**config.mk**
```make
export PLATFORM = sky130hd
export DESIGN_NAME = framed_axis_median_receiver
export DESIGN_NICKNAME = d
export VERILOG_FILES = /design/src/fam_pkg.sv /design/src/framed_axis_median_receiver.sv /design/src/fam_ctrl.sv /design/src/fam_dp.sv
export VERILOG_INCLUDE_DIRS = /design/src /design/src/src
export SDC_FILE = /design/constraint.sdc
export NUM_CORES = 1
export LEC_CHECK = 0
export BUFFER_PORTS_ARGS = -buffer_cell sky130_fd_sc_hd__buf_4
export CAP_MARGIN = 25
export CORE_MARGIN = 1.5
export CORE_UTILIZATION = 63
export CTS_CLUSTER_DIAMETER = 60
export CTS_CLUSTER_SIZE = 14
export DETAILED_ROUTE_END_ITERATION = 16
export GPL_TIMING_DRIVEN = 0
export PLACE_DENSITY_LB_ADDON = 0.3
export SETUP_SLACK_MARGIN = 0.02
export SLEW_MARGIN = 20
export SYNTH_ARGS = -nofsm -noshare
export SYNTH_HDL_FRONTEND = slang
export SYNTH_SLANG_ARGS = --single-unit
```
**constraint.sdc**
```tcl
create_clock -name clk_i -period 14.6 [get_ports clk_i]
set_input_delay 0.73 -clock clk_i [delete_from_list [all_inputs] [get_ports clk_i]]
set_output_delay 0.73 -clock clk_i [all_outputs]
set_load 0.05 [all_outputs]
```
**src/framed_axis_median_receiver_defines.svh**
```systemverilog
// Assertion macros shared by the median receiver modules
`ifndef FRAMED_AXIS_MEDIAN_RECEIVER_DEFINES_SVH
`define FRAMED_AXIS_MEDIAN_RECEIVER_DEFINES_SVH

// Same-cycle implication, checked outside reset
`define FAM_ASSERT_NOW(label, clk, rstn, ante, cons, msg) \
  label: assert property (@(posedge clk) disable iff (!(rstn)) (ante) |-> (cons)) \
    else $error(msg);

// Next-cycle implication, checked outside reset
`define FAM_ASSERT_NEXT(label, clk, rstn, ante, cons, msg) \
  label: assert property (@(posedge clk) disable iff (!(rstn)) (ante) |=> (cons)) \
    else $error(msg);

`endif

```
**src/fam_pkg.sv**
```systemverilog
// Shared constants, types and command struct of the median receiver
package fam_pkg;

  // History ring length and derived widths
  localparam int WINDOW = 8;
  localparam int IDX_W  = (WINDOW > 1) ? $clog2(WINDOW) : 1;
  localparam int CNT_W  = $clog2(WINDOW + 1);
  localparam int AXES   = 2;

  // Value constants
  localparam logic [7:0]  AXIS_MAX  = 8'd200;
  localparam logic [7:0]  ZERO_CODE = 8'd100;
  localparam logic [10:0] TICK_MAX  = 11'd2047;
  localparam logic [15:0] TALLY_MAX = 16'hFFFF;

  // Register reset values
  localparam logic [7:0] START_CODE_RST    = 8'd255;
  localparam logic [9:0] SILENCE_LIMIT_RST = 10'd100;

  // Configuration register indexes
  typedef enum logic {
    CFG_START_CODE    = 1'b0,
    CFG_SILENCE_LIMIT = 1'b1
  } cfg_idx_e;

  // Item opcodes
  localparam logic OP_BYTE = 1'b0;

  // Frame phase
  typedef enum logic [2:0] {
    PH_WAIT = 3'b001,
    PH_AX0  = 3'b010,
    PH_AX1  = 3'b100
  } phase_e;

  // Commands from controller to datapath
  typedef struct packed {
    logic             take;
    logic             scan_step;
    logic             load_out;
    logic [IDX_W-1:0] scan_idx;
  } cmd_t;

endpackage

```
**src/framed_axis_median_receiver.sv**
```systemverilog
// Top level of the framed two-axis median receiver
//
// Input channel (in_valid_i / in_stall_o): one request per received byte
// (opcode_i = 0, rx_byte_i) or idle tick (opcode_i = 1). The block frames a
// start byte and two axis bytes, keeps an eight-slot history per axis and
// returns one result per request on the output channel (out_valid_o /
// out_stall_i): both axis medians in signed hundredths, link-lost flag,
// frame-done flag and the saturating error and good-sample counts.
// The median scan steps one candidate slot per cycle through the history
// compare unit, both axes side by side; no new request is taken until the
// scan is done and its result is loaded into the output register.
// A new request is taken while the previous result still waits in the
// output register; a stalled result holds and delays only the next load.
// Configuration (cfg_valid_i / cfg_ready_o, always ready): index 0 start
// code, index 1 silence limit; write only while the block is idle.
// Reset: histories read zero, framing waits for a start byte, counters and
// the link-lost flag clear, start code 255, silence limit 100. Once the link
// is lost, only reset brings the block back.
module framed_axis_median_receiver
  import fam_pkg::*;
(
  input  logic              clk_i,
  input  logic              rst_ni,
  input  logic              in_valid_i,
  output logic              in_stall_o,
  input  logic              opcode_i,
  input  logic [7:0]        rx_byte_i,
  output logic              out_valid_o,
  input  logic              out_stall_i,
  output logic signed [7:0] left_axis_median_o,
  output logic signed [7:0] right_axis_median_o,
  output logic              link_lost_o,
  output logic              frame_done_o,
  output logic [15:0]       range_errors_o,
  output logic [15:0]       good_samples_o,
  input  logic              cfg_valid_i,
  output logic              cfg_ready_o,
  input  logic              cfg_index_i,
  input  logic [9:0]        cfg_data_i
);

  logic [7:0] start_code_q;
  logic [9:0] silence_limit_q;
  cmd_t       cmd;

  // Configuration registers
  assign cfg_ready_o = 1'b1;

  always_ff @(posedge clk_i or negedge rst_ni) begin
    if (!rst_ni) begin
      start_code_q    <= START_CODE_RST;
      silence_limit_q <= SILENCE_LIMIT_RST;
    end else if (cfg_valid_i) begin
      case (cfg_idx_e'(cfg_index_i))
        CFG_START_CODE:    start_code_q    <= cfg_data_i[7:0];
        CFG_SILENCE_LIMIT: silence_limit_q <= cfg_data_i;
        default: ;
      endcase
    end
  end

  fam_ctrl u_ctrl (
    .clk_i       (clk_i),
    .rst_ni      (rst_ni),
    .in_valid_i  (in_valid_i),
    .in_stall_o  (in_stall_o),
    .out_valid_o (out_valid_o),
    .out_stall_i (out_stall_i),
    .cmd_o       (cmd)
  );

  fam_dp u_dp (
    .clk_i               (clk_i),
    .rst_ni              (rst_ni),
    .cmd_i               (cmd),
    .opcode_i            (opcode_i),
    .rx_byte_i           (rx_byte_i),
    .start_code_i        (start_code_q),
    .silence_limit_i     (silence_limit_q),
    .left_axis_median_o  (left_axis_median_o),
    .right_axis_median_o (right_axis_median_o),
    .link_lost_o         (link_lost_o),
    .frame_done_o        (frame_done_o),
    .range_errors_o      (range_errors_o),
    .good_samples_o      (good_samples_o)
  );

endmodule

```
**src/fam_ctrl.sv**
```systemverilog
// Controller: request sequencing, median scan counter and output valid
`include "framed_axis_median_receiver_defines.svh"
module fam_ctrl
  import fam_pkg::*;
(
  input  logic clk_i,
  input  logic rst_ni,
  input  logic in_valid_i,
  output logic in_stall_o,
  output logic out_valid_o,
  input  logic out_stall_i,
  output cmd_t cmd_o
);

  typedef enum logic [2:0] {
    S_IDLE = 3'b001,
    S_SCAN = 3'b010,
    S_LOAD = 3'b100
  } state_e;

  state_e           state_q, state_d;
  logic [IDX_W-1:0] cnt_q, cnt_d;
  logic             out_valid_q, out_valid_d;
  logic             take, step, load, last;

  // Handshake decode
  assign last = (cnt_q == IDX_W'(WINDOW - 1));
  assign take = (state_q == S_IDLE) && in_valid_i;
  assign step = (state_q == S_SCAN);
  assign load = (state_q == S_LOAD) && (!out_valid_q || !out_stall_i);

  assign in_stall_o  = (state_q != S_IDLE);
  assign out_valid_o = out_valid_q;

  assign cmd_o.take      = take;
  assign cmd_o.scan_step = step;
  assign cmd_o.load_out  = load;
  assign cmd_o.scan_idx  = cnt_q;

  // Next state
  always_comb begin
    state_d = state_q;
    cnt_d   = cnt_q;
    case (state_q)
      S_IDLE: begin
        cnt_d = '0;
        if (take) state_d = S_SCAN;
      end
      S_SCAN: begin
        if (last) begin
          state_d = S_LOAD;
        end else begin
          cnt_d = cnt_q + IDX_W'(1);
        end
      end
      S_LOAD: begin
        if (load) state_d = S_IDLE;
      end
      default: state_d = S_IDLE;
    endcase
  end

  // Output slot stays full until the receiver takes it
  assign out_valid_d = load | (out_valid_q & out_stall_i);

  always_ff @(posedge clk_i or negedge rst_ni) begin
    if (!rst_ni) begin
      state_q     <= S_IDLE;
      cnt_q       <= '0;
      out_valid_q <= 1'b0;
    end else begin
      state_q     <= state_d;
      cnt_q       <= cnt_d;
      out_valid_q <= out_valid_d;
    end
  end

  `FAM_ASSERT_NOW(a_take_load_excl, clk_i, rst_ni, take, !load, "take and load in one cycle")
  `FAM_ASSERT_NEXT(a_load_sets_valid, clk_i, rst_ni, load, out_valid_q, "loaded result not valid")
  `FAM_ASSERT_NEXT(a_take_starts_scan, clk_i, rst_ni, take,
                   (state_q == S_SCAN) && (cnt_q == '0), "scan did not start at slot zero")

endmodule

```
**src/fam_dp.sv**
```systemverilog
// Datapath: framing, histories, tallies, median scan and result register
`include "framed_axis_median_receiver_defines.svh"
module fam_dp
  import fam_pkg::*;
(
  input  logic               clk_i,
  input  logic               rst_ni,
  input  cmd_t               cmd_i,
  input  logic               opcode_i,
  input  logic [7:0]         rx_byte_i,
  input  logic [7:0]         start_code_i,
  input  logic [9:0]         silence_limit_i,
  output logic signed [7:0]  left_axis_median_o,
  output logic signed [7:0]  right_axis_median_o,
  output logic               link_lost_o,
  output logic               frame_done_o,
  output logic [15:0]        range_errors_o,
  output logic [15:0]        good_samples_o
);

  logic [7:0]       hist_q [AXES][WINDOW];
  logic [7:0]       hist_d [AXES][WINDOW];
  logic [IDX_W-1:0] slot_q, slot_d;
  phase_e           phase_q, phase_d;
  logic             seen_q, seen_d;
  logic [10:0]      ticks_q, ticks_d;
  logic             dis_q, dis_d;
  logic [15:0]      err_q, err_d;
  logic [15:0]      good_q, good_d;
  logic             done_q, done_d;
  logic [10:0]      ticks_inc;
  logic             axis_sel;

  // Scan state per axis
  logic             found_q [AXES];
  logic [7:0]       med_q   [AXES];
  logic [7:0]       cand    [AXES];
  logic [CNT_W-1:0] hi_cnt  [AXES];
  logic [CNT_W-1:0] lo_cnt  [AXES];
  logic [CNT_W-1:0] eq_cnt  [AXES];
  logic [CNT_W-1:0] diff    [AXES];
  logic             qual    [AXES];

  // Result register
  logic [7:0]  res_left_q, res_right_q;
  logic        res_lost_q, res_done_q;
  logic [15:0] res_err_q, res_good_q;

  assign ticks_inc = (ticks_q < TICK_MAX) ? ticks_q + 11'd1 : ticks_q;
  assign axis_sel  = (phase_q == PH_AX1);

  // Item update, applied at the accepting edge
  always_comb begin
    hist_d  = hist_q;
    slot_d  = slot_q;
    phase_d = phase_q;
    seen_d  = seen_q;
    ticks_d = ticks_q;
    dis_d   = dis_q;
    err_d   = err_q;
    good_d  = good_q;
    done_d  = 1'b0;
    if (opcode_i == OP_BYTE && !dis_q) begin
      seen_d = 1'b1;
      if (phase_q == PH_WAIT) begin
        if (rx_byte_i == start_code_i) begin
          phase_d = PH_AX0;
          ticks_d = '0;
        end
      end else begin
        if (rx_byte_i > AXIS_MAX) begin
          if (err_q < TALLY_MAX) err_d = err_q + 16'd1;
        end else begin
          if (good_q < TALLY_MAX) good_d = good_q + 16'd1;
          hist_d[axis_sel][slot_q] = rx_byte_i;
        end
        if (!axis_sel) begin
          phase_d = PH_AX1;
        end else begin
          phase_d = PH_WAIT;
          done_d  = 1'b1;
          slot_d  = (slot_q == IDX_W'(WINDOW - 1)) ? '0 : slot_q + IDX_W'(1);
        end
      end
    end else if (seen_q) begin
      ticks_d = ticks_inc;
      if (ticks_inc > {1'b0, silence_limit_i}) begin
        for (int a = 0; a < AXES; a++) begin
          for (int j = 0; j < WINDOW; j++) begin
            hist_d[a][j] = ZERO_CODE;
          end
        end
        dis_d = 1'b1;
      end
    end
  end

  always_ff @(posedge clk_i or negedge rst_ni) begin
    if (!rst_ni) begin
      for (int a = 0; a < AXES; a++) begin
        for (int j = 0; j < WINDOW; j++) begin
          hist_q[a][j] <= ZERO_CODE;
        end
      end
      slot_q  <= '0;
      phase_q <= PH_WAIT;
      seen_q  <= 1'b0;
      ticks_q <= '0;
      dis_q   <= 1'b0;
      err_q   <= '0;
      good_q  <= '0;
      done_q  <= 1'b0;
    end else if (cmd_i.take) begin
      hist_q  <= hist_d;
      slot_q  <= slot_d;
      phase_q <= phase_d;
      seen_q  <= seen_d;
      ticks_q <= ticks_d;
      dis_q   <= dis_d;
      err_q   <= err_d;
      good_q  <= good_d;
      done_q  <= done_d;
    end
  end

  // Candidate at the scan slot against every entry of its ring
  always_comb begin
    for (int a = 0; a < AXES; a++) begin
      cand[a]   = hist_q[a][cmd_i.scan_idx];
      hi_cnt[a] = '0;
      lo_cnt[a] = '0;
      eq_cnt[a] = '0;
      for (int j = 0; j < WINDOW; j++) begin
        if (cand[a] < hist_q[a][j]) begin
          hi_cnt[a] = hi_cnt[a] + CNT_W'(1);
        end else if (cand[a] > hist_q[a][j]) begin
          lo_cnt[a] = lo_cnt[a] + CNT_W'(1);
        end else begin
          eq_cnt[a] = eq_cnt[a] + CNT_W'(1);
        end
      end
      diff[a] = (hi_cnt[a] > lo_cnt[a]) ? hi_cnt[a] - lo_cnt[a] : lo_cnt[a] - hi_cnt[a];
      qual[a] = (diff[a] < eq_cnt[a]);
    end
  end

  // First qualifying slot wins; zero if none does
  always_ff @(posedge clk_i or negedge rst_ni) begin
    if (!rst_ni) begin
      for (int a = 0; a < AXES; a++) begin
        found_q[a] <= 1'b0;
        med_q[a]   <= '0;
      end
    end else if (cmd_i.take) begin
      for (int a = 0; a < AXES; a++) begin
        found_q[a] <= 1'b0;
        med_q[a]   <= '0;
      end
    end else if (cmd_i.scan_step) begin
      for (int a = 0; a < AXES; a++) begin
        if (!found_q[a] && qual[a]) begin
          found_q[a] <= 1'b1;
          med_q[a]   <= cand[a] - ZERO_CODE;
        end
      end
    end
  end

  // Result register, held while the receiver stalls
  always_ff @(posedge clk_i) begin
    if (cmd_i.load_out) begin
      res_left_q  <= med_q[0];
      res_right_q <= med_q[1];
      res_lost_q  <= dis_q;
      res_done_q  <= done_q;
      res_err_q   <= err_q;
      res_good_q  <= good_q;
    end
  end

  assign left_axis_median_o  = $signed(res_left_q);
  assign right_axis_median_o = $signed(res_right_q);
  assign link_lost_o         = res_lost_q;
  assign frame_done_o        = res_done_q;
  assign range_errors_o      = res_err_q;
  assign good_samples_o      = res_good_q;

  `FAM_ASSERT_NEXT(a_lost_sticks, clk_i, rst_ni, dis_q, dis_q, "link lost flag cleared")
  `FAM_ASSERT_NEXT(a_tally_mono, clk_i, rst_ni, 1'b1,
                   (err_q >= $past(err_q)) && (good_q >= $past(good_q)), "tally went down")

endmodule
```
==> results.toml, run 1 <==
[run_status]
status = "finished clean"

[synthesis]
ys.flop_type = "dfrtp_1"
synth_top_family_by_area = "compound AO/OA/AOI/OAI gates"
synth-async-reset-ratio_pct = 81.7
synthAdderAreaFrac_pct = 14.3
ys_warn_count = 0
synthSimpleGateAreaFrac_pct = 11.9
synthDistinctLibCells = 82
syn_area_um2 = 18700
synth_compound_area_share_pct = 14.7
avgSynthCellArea_um2 = 10.2
synthMuxAreaShare_pct = 8.45
ys_seq_area_share_pct = 38.4
syn_inst = 1827
ys_ff_latch = 273
synthXorXnorAreaFrac_pct = 7.59
synthesis.nets = 2063
synth_edf_count = 50

[placed_design]
dp_hpwl_um = 36700
dp_cells = 2293
gp_congestion = 0.949
io_buffers = 76

[cells_and_area]
mostFrequentLayoutCell = "ha_1"
fin_cells = 2342
layout-drive-gt1-share_pct = 15.1
layout_common_cells = "207 x ha_1, 189 x inv_1, 162 x dfrtp_1"
fin_nets = 2175
area_growth_syn_to_layout_pct = 10.7
diodes = 0
fill_cells = 2106

[clocking]
cts_buffers = 25
insertion_delay_ns = 0.53
clk_pin_slew_worst_paths_ns = 0.07
cts_resized = 0
htreeDepth = 1
post-cts-setup-buffers = 0
cts_tree = "yes"
cts.path.max_buffers = 3
clock-root-buffer = "clkbuf_16"
hold_buffers = 0
cts.sinks = 273

[global_route]
grt_busiest_layer = "met2"
grt_overflow = 0
grt_use_met1_pct = 40.7
track_usage_pct = 32.0
antenna_found_initial = 0
grt_use_met2_pct = 55.2
grt_max_degree = 89
grt_pass1_wl_um = 77500
grt_pass1_vias = 15000
gr-usage-met3_pct = 3.79

[drt]
route.detailed.drc = 0
vias = 14800
postRouteAntennaNets = 0
drt-initial-drc-count = 1145
viasPerCell = 6.34
postRouteWirelength_um = 48100
dr.pass1.iters = 6
post_drt_wl_per_cell_um = 20.6

[critical_path]
arrival_ns = 12.93
worst_path_largest_cell_delay_ns = 0.79
cpMostUsedCell = "ha_1"
critical_path.max_fanout = 10
cp_data_required_time_ns = 15.01
critPathKind = "reg -> reg"
start_kind = "register"
end_kind = "register"
crit_slowest_cell = "buf_1"

[run]
maxCapViolCount = 0

[floorplan]
io_pins = 78
fp-row-count = 62
start_util_pct = 64.5
core_um2 = 28900
fp.dieH_um = 175
die_w_um = 175
dieArea_um2 = 30600

[timing]
drv_slew = 0
period_minus_slack_ns = 12.52
tns_ns = 0
min_period_over_period_pct = 85.7
hold_viol_final = 0
max_freq_mhz = 79.9
worst_pin_slew_ns = 0.958
max_slew_margin_pct = 36.2
finalSetupViolCount = 0
clock_skew_ns = 0.0164
rsz0062_at_grt = "false"

[worst_hold_path]
hold_class = "in -> async"
==> critical path, delay by kind of cell (launching register included) <==
family	cells	cell delay (ns)
AO/OA/AOI/OAI	14	3.50
XOR/XNOR	2	0.28
adder cells (fa/ha/maj)	9	2.68
buffers and inverters	6	2.90
flip-flops	1	0.34
multiplexers	4	1.38
AND/OR/NAND/NOR	7	1.31
==> per-stage QoR <==
stage	hold slack [ns]	area (um2)	utilization, %	setup WS [ns]
2_1_floorplan	0.417	18700	-	4.46
3_3_place_gp	0.429	19700	68.1	2.20
3_5_place_dp	0.433	19800	68.6	2.28
4_1_cts	0.154	20600	71.3	2.20
5_1_grt	0.173	20700	71.4	1.52
6_report	0.124	20700	71.4	2.08
==> path summary, 6_finish.rpt <==
path	startpoint	cells after the start	to	slack, ns
hold reg to reg	u_dp.med_q[12]	0	u_dp.left_axis_median_o[4]	0.45
setup / recovery	u_ctrl.cnt_q[1]	42	u_dp.med_q[15]	2.08
max in group asynchronous	rst_ni	3	u_dp.hist_q[93]	13.25
min in group clk_i	cfg_data_i[0]	2	start_code_q[0]	0.45
setup reg to reg	u_ctrl.cnt_q[1]	42	u_dp.med_q[15]	2.08
hold / removal	rst_ni	1	u_dp.ticks_q[10]	0.12
==> sequential cells by signal (all words and copies together), names as in the netlist, 2 cells and up <==
signal / cells
u_dp.hist_q: 128
u_dp.right_axis_median_o: 8
u_dp.good_samples_o: 16
u_dp.good_q: 16
u_dp.ticks_q: 11
u_dp.left_axis_median_o: 8
u_ctrl.cnt_q: 3
u_dp.slot_q: 3
u_dp.phase_q: 3
start_code_q: 8
u_dp.err_q: 16
u_dp.found_q: 2
u_dp.med_q: 16
u_ctrl.state_q: 3
silence_limit_q: 10
u_dp.range_errors_o: 16
==> kinds of logic after synthesis <==
| group | Yosys count |
|---|---|
| AO/OA/AOI/OAI | 403 |
| multiplexers | 111 |
| AND/OR/NAND/NOR | 454 |
| buffers and inverters | 228 |
| flip-flops | 273 |
| other | 1 |
| adder cells (fa/ha/maj) | 211 |
| XOR/XNOR | 146 |
==> layout make-up <==
class | count | area, um2 | share of cell area, %
inverter | 190 | 713 | 3.45
timing repair buffer | 85 | 716 | 3.47
multi-input combinational | 1326 | 10700 | 51.6
clock buffer | 38 | 684 | 3.31
sequential | 273 | 7160 | 34.7
tap | 384 | 480 | 2.33
clock inverter | 8 | 100 | 0.485
buffer | 38 | 150 | 0.727
==> per-layer routing <==
metal / share of wire [%] / vias up / wire [um]
met5: 0 / - / 0
met4: 4.8 / 0 / 2300
met3: 6.4 / 157 / 3090
met2: 49 / 601 / 23700
met1: 40 / 7260 / 19100
li1: - / 6819 / -
==> Yosys cell counts, drive strengths merged (3+ instances only) <==
| library cell | number | area, um2 |
|---|---|---|
| a21o | 20 | 151 |
| a21oi | 95 | 483 |
| a22o | 50 | 438 |
| a22oi | 50 | 375 |
| a31oi | 9 | 131 |
| a41oi | 3 | 26.3 |
| and2 | 18 | 114 |
| and3 | 18 | 113 |
| buf | 12 | 52.6 |
| clkbuf | 26 | 97.6 |
| dfrtp | 162 | 4050 |
| dfstp | 61 | 1600 |
| edfxtp | 50 | 1500 |
| fa | 4 | 80.1 |
| ha | 207 | 2590 |
| inv | 190 | 713 |
| mux2 | 42 | 480 |
| mux2i | 37 | 374 |
| mux4 | 32 | 721 |
| nand2 | 151 | 574 |
| nand2b | 19 | 119 |
| nand3 | 35 | 175 |
| nand3b | 4 | 30.0 |
| nand4 | 42 | 263 |
| nand4b | 4 | 41.3 |
| nor2 | 88 | 330 |
| nor2b | 21 | 131 |
| nor3 | 26 | 130 |
| nor3b | 6 | 45.0 |
| nor4b | 4 | 35.0 |
| o211ai | 14 | 110 |
| o21a | 17 | 128 |
| o21ai | 71 | 355 |
| o22ai | 41 | 257 |
| o31ai | 9 | 67.6 |
| or2 | 10 | 65.1 |
| or3 | 4 | 25.0 |
| xnor2 | 93 | 856 |
| xnor3 | 3 | 68.8 |
| xor2 | 47 | 419 |
| xor3 | 3 | 72.6 |
Power of run 1 is left out: the tool's default activity adds up to more than one toggle a clock period on the data nets, which glitch-free logic cannot reach.
==> inputs of run 2 (changes only) <==
- CORE_ASPECT_RATIO: not set -> 1.5
==> run 2 against run 1 <==
Effect of this change:
- final cell count grew 0.34%
- critical path depth up 5
- sequential cell count unchanged
- highest routed layer unchanged
- worst setup slack better by 0.062 ns
- wire length up 1.1%
- first-iteration DRC count decreased by 11%
- non-clock buffer count shrank 1
- via count rose by 0.16%
- worst hold slack got worse by 0.011 ns
- register-to-register slack better by 0.06 ns
==> results.toml, run 2 (synthesis results as in run 1) <==
[timing]
rsz0062_at_grt = "false"
max_slew_margin_pct = 27.5
min_period_over_period_pct = 85.3
hold_viol_final = 0
clock_skew_ns = 0.0268
worst_pin_slew_ns = 1.09
finalSetupViolCount = 0
period_minus_slack_ns = 12.46
max_freq_mhz = 80.3
drv_slew = 0
tns_ns = 0

[drt]
route.detailed.drc = 0
postRouteWirelength_um = 48700
dr.pass1.iters = 6
postRouteAntennaNets = 0
drt-initial-drc-count = 1018
vias = 14900
viasPerCell = 6.32
post_drt_wl_per_cell_um = 20.7

[floorplan]
start_util_pct = 63.7
io_pins = 78
core_um2 = 29300
die_w_um = 143
fp.dieH_um = 214
dieArea_um2 = 30700
fp-row-count = 77

[critical_path]
critPathKind = "reg -> reg"
arrival_ns = 12.91
critical_path.max_fanout = 10
worst_path_largest_cell_delay_ns = 0.73
cpMostUsedCell = "ha_1"
crit_slowest_cell = "buf_1"
end_kind = "register"
cp_data_required_time_ns = 15.06
start_kind = "register"
cp.buffers_inverters = 9
crit_family = "buffers and inverters"

[global_route]
grt_pass1_wl_um = 77500
track_usage_pct = 32.6
antenna_found_initial = 0
grt_max_degree = 93
grt_overflow = 0
grt_pass1_vias = 15500

[placed_design]
dp_hpwl_um = 37400
gp_congestion = 0.934
io_buffers = 76

[worst_hold_path]
hold_class = "in -> async"

[cells_and_area]
largest_reg_flops = 128
largest-register = "u_dp.hist_q"
layout-drive-gt1-share_pct = 14.8
fill_cells = 2192
diodes = 0
mostFrequentLayoutCell = "ha_1"
layout_common_cells = "207 x ha_1, 189 x inv_1, 162 x dfrtp_1"
fin_nets = 2173
area_growth_syn_to_layout_pct = 10.6

[clocking]
cts_buffers = 24
post-cts-setup-buffers = 0
cts.sinks = 273
hold_buffers = 0
insertion_delay_ns = 0.57
cts_tree = "yes"
clk_pin_slew_worst_paths_ns = 0.07
cts.path.max_buffers = 3
cts_resized = 0
htreeDepth = 1
clock-root-buffer = "clkbuf_16"

[run_status]
status = "finished clean"

[run]
maxCapViolCount = 0
==> run 2: cell count changes in the layout (fill, tap and decap cells not counted), moves of 2 or more <==
cell      previous run  this run
buf_8                3         1
clkbuf_1            38        40
inv_6                2         0
clkinv_2             3         0
==> run 2: path summary, 6_finish.rpt <==
check	to	cells past startpoint	start	slack, ns
worst max-delay path	u_dp.med_q[1]	47	u_ctrl.cnt_q[1]	2.14
worst max register to register	u_dp.med_q[1]	47	u_ctrl.cnt_q[1]	2.14
min in group clk_i	silence_limit_q[9]	2	cfg_data_i[9]	0.40
worst min-delay path	u_dp.hist_q[115]	1	rst_ni	0.11
worst min register to register	u_dp.right_axis_median_o[2]	0	u_dp.med_q[2]	0.44
max in group asynchronous	start_code_q[7]	3	rst_ni	13.28
==> run 2: area by class of cell <==
cell class	instances	area [um2]	area share [%]
multi-input combinational	1326	10600	51.6
sequential	273	7160	34.7
timing repair buffer	84	716	3.47
inverter	190	713	3.46
clock buffer	40	681	3.30
tap	395	494	2.39
buffer	38	150	0.728
clock inverter	4	76.3	0.370
==> run 2: worst register-to-register path, delay by kind of cell (launching register included) <==
family	cells	cell delay, ns
buf+inv	9	3.40
fa+ha+maj	9	2.47
compound gates	11	2.20
mux	5	1.89
simple gates	10	1.54
xor+xnor	3	0.53
flops	1	0.37
==> run 2: metal layers <==
metal	GRT usage, %	part of all wire [%]	vias to the layer above
li1	-	-	6804
met1	35.8	36	7237
met2	58.2	51	578
met3	3.10	4.7	241
met4	24.3	8.1	0
met5	0	0	-
==> run 2: stage by stage <==
step / cells / hold WS, ns / util, % / instance area (um2) / setup WS [ns]
after floorplan: 1827 / 0.417 / - / 18700 / 4.46
after global routing: 2350 / 0.156 / 70.5 / 20600 / 1.50
after global placement: 2298 / 0.430 / 67.3 / 19700 / 2.36
after CTS: 2348 / 0.132 / 70.4 / 20600 / 2.29
after detailed placement: 2304 / 0.431 / 67.8 / 19900 / 2.33
final: 2350 / 0.114 / 70.5 / 20600 / 2.14
Power of run 2 is left out for the same reason.
==> inputs of run 3 (changes only) <==
- ABC_AREA: not set -> 1
- CORE_UTILIZATION: 63 -> 46
==> run 3 against run 2 <==
Effect of this change:
- synthesized cell count up 32%
- global-route usage fell by 7.7 points
- non-clock buffer count increased by 10
- final area increased by 1.9%
- first-iteration DRC count is 11% higher
- sequential cell count did not move
- final cell count up 30%
- register-to-register slack gained 1.3 ns
- fmax increased by 11%
- area after synthesis rose by 1.1%
==> results.toml, run 3 <==
[run_status]
status = "finished clean"

[clocking]
cts.sinks = 273
cts_tree = "yes"
insertion_delay_ns = 0.57
htreeDepth = 1
post-cts-setup-buffers = 0
cts.path.max_buffers = 3
clk_pin_slew_worst_paths_ns = 0.07
cts_buffers = 23
hold_buffers = 0
clock-root-buffer = "clkbuf_16"
cts_resized = 0

[run]
maxCapViolCount = 0

[synthesis]
ys_seq_area_share_pct = 38.0
yosysMostFrequentCell = "nand2_1"
syn_inst = 2411
ys_warn_count = 0
synthesis.nets = 2647
synthDistinctLibCells = 52
synth-async-reset-ratio_pct = 81.7
syn_area_um2 = 18900
synth_edf_count = 50
ys_ff_latch = 273
ys_top_cells_by_count = "529 x nand2_1, 439 x inv_1, 207 x ha_1"
avgSynthCellArea_um2 = 7.82
synth_top_cell_area_share_pct = 21.5
synthTopCellsByArea = "dfrtp_1 22%, ha_1 14%, nand2_1 11%, inv_1 8.7%, dfstp_2 8.5%"
synth_top_area_cell = "dfrtp_1"
ys.flop_type = "dfrtp_1"

[drt]
route.detailed.drc = 0
postRouteWirelength_um = 51900
postRouteAntennaNets = 0
dr.pass1.iters = 8
drt-initial-drc-count = 1129
vias = 16600
viasPerCell = 5.46
post_drt_wl_per_cell_um = 17.0

[cells_and_area]
fin_cells = 3046
mostFrequentLayoutCell = "nand2_1"
final_core_util_pct = 52.2
multiInputGateArea_um2 = 9900
largest-register = "u_dp.hist_q"
area_growth_syn_to_layout_pct = 11.5
fill_cells = 3798
layout_common_cells = "529 x nand2_1, 439 x inv_1, 207 x ha_1"
stdcell_area_um2 = 21000
fin_nets = 2760
largest_reg_flops = 128
layout-drive-gt1-share_pct = 10.5
diodes = 0
seq_area_um2 = 7160

[critical_path]
arrival_ns = 11.68
reg2regPathDepth = 51
cp_data_required_time_ns = 15.07
crit_slowest_cell = "a31oi_2"
worst_path_largest_cell_delay_ns = 0.81
critPathKind = "reg -> reg"
critical_path.max_fanout = 10
start_kind = "register"
end_kind = "register"
cpMostUsedCell = "nand2_1"

[timing]
max_slew_margin_pct = 31.5
drv_slew = 0
finalSetupViolCount = 0
tns_ns = 0
max_freq_mhz = 89.2
rsz0062_at_grt = "false"
worst_pin_slew_ns = 1.03
min_period_over_period_pct = 76.8
clock_skew_ns = 0.0328
period_minus_slack_ns = 11.21
hold_viol_final = 0

[floorplan]
fp.dieH_um = 251
die_w_um = 168
fp-row-count = 90
core_um2 = 40300
start_util_pct = 46.8
dieArea_um2 = 42200
io_pins = 78

[global_route]
grt_pass1_vias = 16600
grt_overflow = 0
antenna_found_initial = 0
grt_pass1_wl_um = 83200
track_usage_pct = 25.0
grt_max_degree = 98

[placed_design]
place_area_um2 = 20300
dp_cells = 3005
io_buffers = 76
gp_congestion = 0.974
dp_hpwl_um = 39700

[worst_hold_path]
hold_class = "in -> async"
==> run 3: changes by cell type after synthesis, moves of 58 or more <==
cell     delta
nand2_1   +379
inv_1     +250
nand3_1    +68
o21ai_0   +125
xnor2_1    -58
==> run 3: logic make-up after synthesis <==
family / after synthesis / synth area share [%]
mux: 3 / 0.173
fa+ha+maj: 211 / 14.2
xor+xnor: 89 / 4.13
flops: 273 / 38.0
compound gates: 457 / 13.6
other cells: 1 / 0.0199
buf+inv: 504 / 10.1
simple gates: 873 / 19.9
==> run 3: worst max-delay path: cells and delay by family (launching register included) <==
| kind | cells | cell delay, ns |
|---|---|---|
| flops | 1 | 0.44 |
| simple gates | 17 | 1.36 |
| buf+inv | 12 | 2.84 |
| fa+ha+maj | 9 | 2.55 |
| compound gates | 11 | 3.47 |
| xor+xnor | 2 | 0.44 |
==> run 3: per-stage QoR <==
| step | setup WS (ns) | hold WS [ns] |
|---|---|---|
| 2_1_floorplan | 5.08 | 0.425 |
| 3_3_place_gp | 2.66 | 0.437 |
| 3_5_place_dp | 3.57 | 0.439 |
| 4_1_cts | 3.50 | 0.0883 |
| 5_1_grt | 2.35 | 0.105 |
| 6_report | 3.39 | 0.0719 |
==> run 3: per-layer routing <==
| metal | track usage [%] | part of all wire (%) | wire length [um] | vias to the layer above |
|---|---|---|---|---|
| met5 | 0 | 0 | 0 | - |
| li1 | - | - | - | 8128 |
| met3 | 2.77 | 4.7 | 2430 | 189 |
| met2 | 46.3 | 51 | 26700 | 469 |
| met4 | 15.9 | 6.7 | 3450 | 0 |
| met1 | 26.7 | 37 | 19300 | 7858 |
==> run 3: final timing paths <==
check                                 from                    endpoint  slack (ns)
max                        u_ctrl.cnt_q[0]               u_dp.med_q[9]        3.39
min                                 rst_ni             u_dp.ticks_q[7]        0.07
max reg2reg                u_ctrl.cnt_q[0]               u_dp.med_q[9]        3.39
min reg2reg                 u_dp.med_q[10]  u_dp.left_axis_median_o[2]        0.45
max in group asynchronous           rst_ni               u_dp.med_q[9]       13.59
min in group clk_i           cfg_data_i[9]          silence_limit_q[9]        0.42
==> run 3: final cells by class <==
class                           count  area share (%)
Timing Repair Buffer               88            3.64
Buffer                             44           0.815
Multi-Input combinational cell   1634            47.1
Inverter                          460            8.21
Tap cell                          506            3.01
Clock inverter                      2           0.125
Clock buffer                       39            3.07
Sequential cell                   273            34.0
Power of run 3 is left out for the same reason.
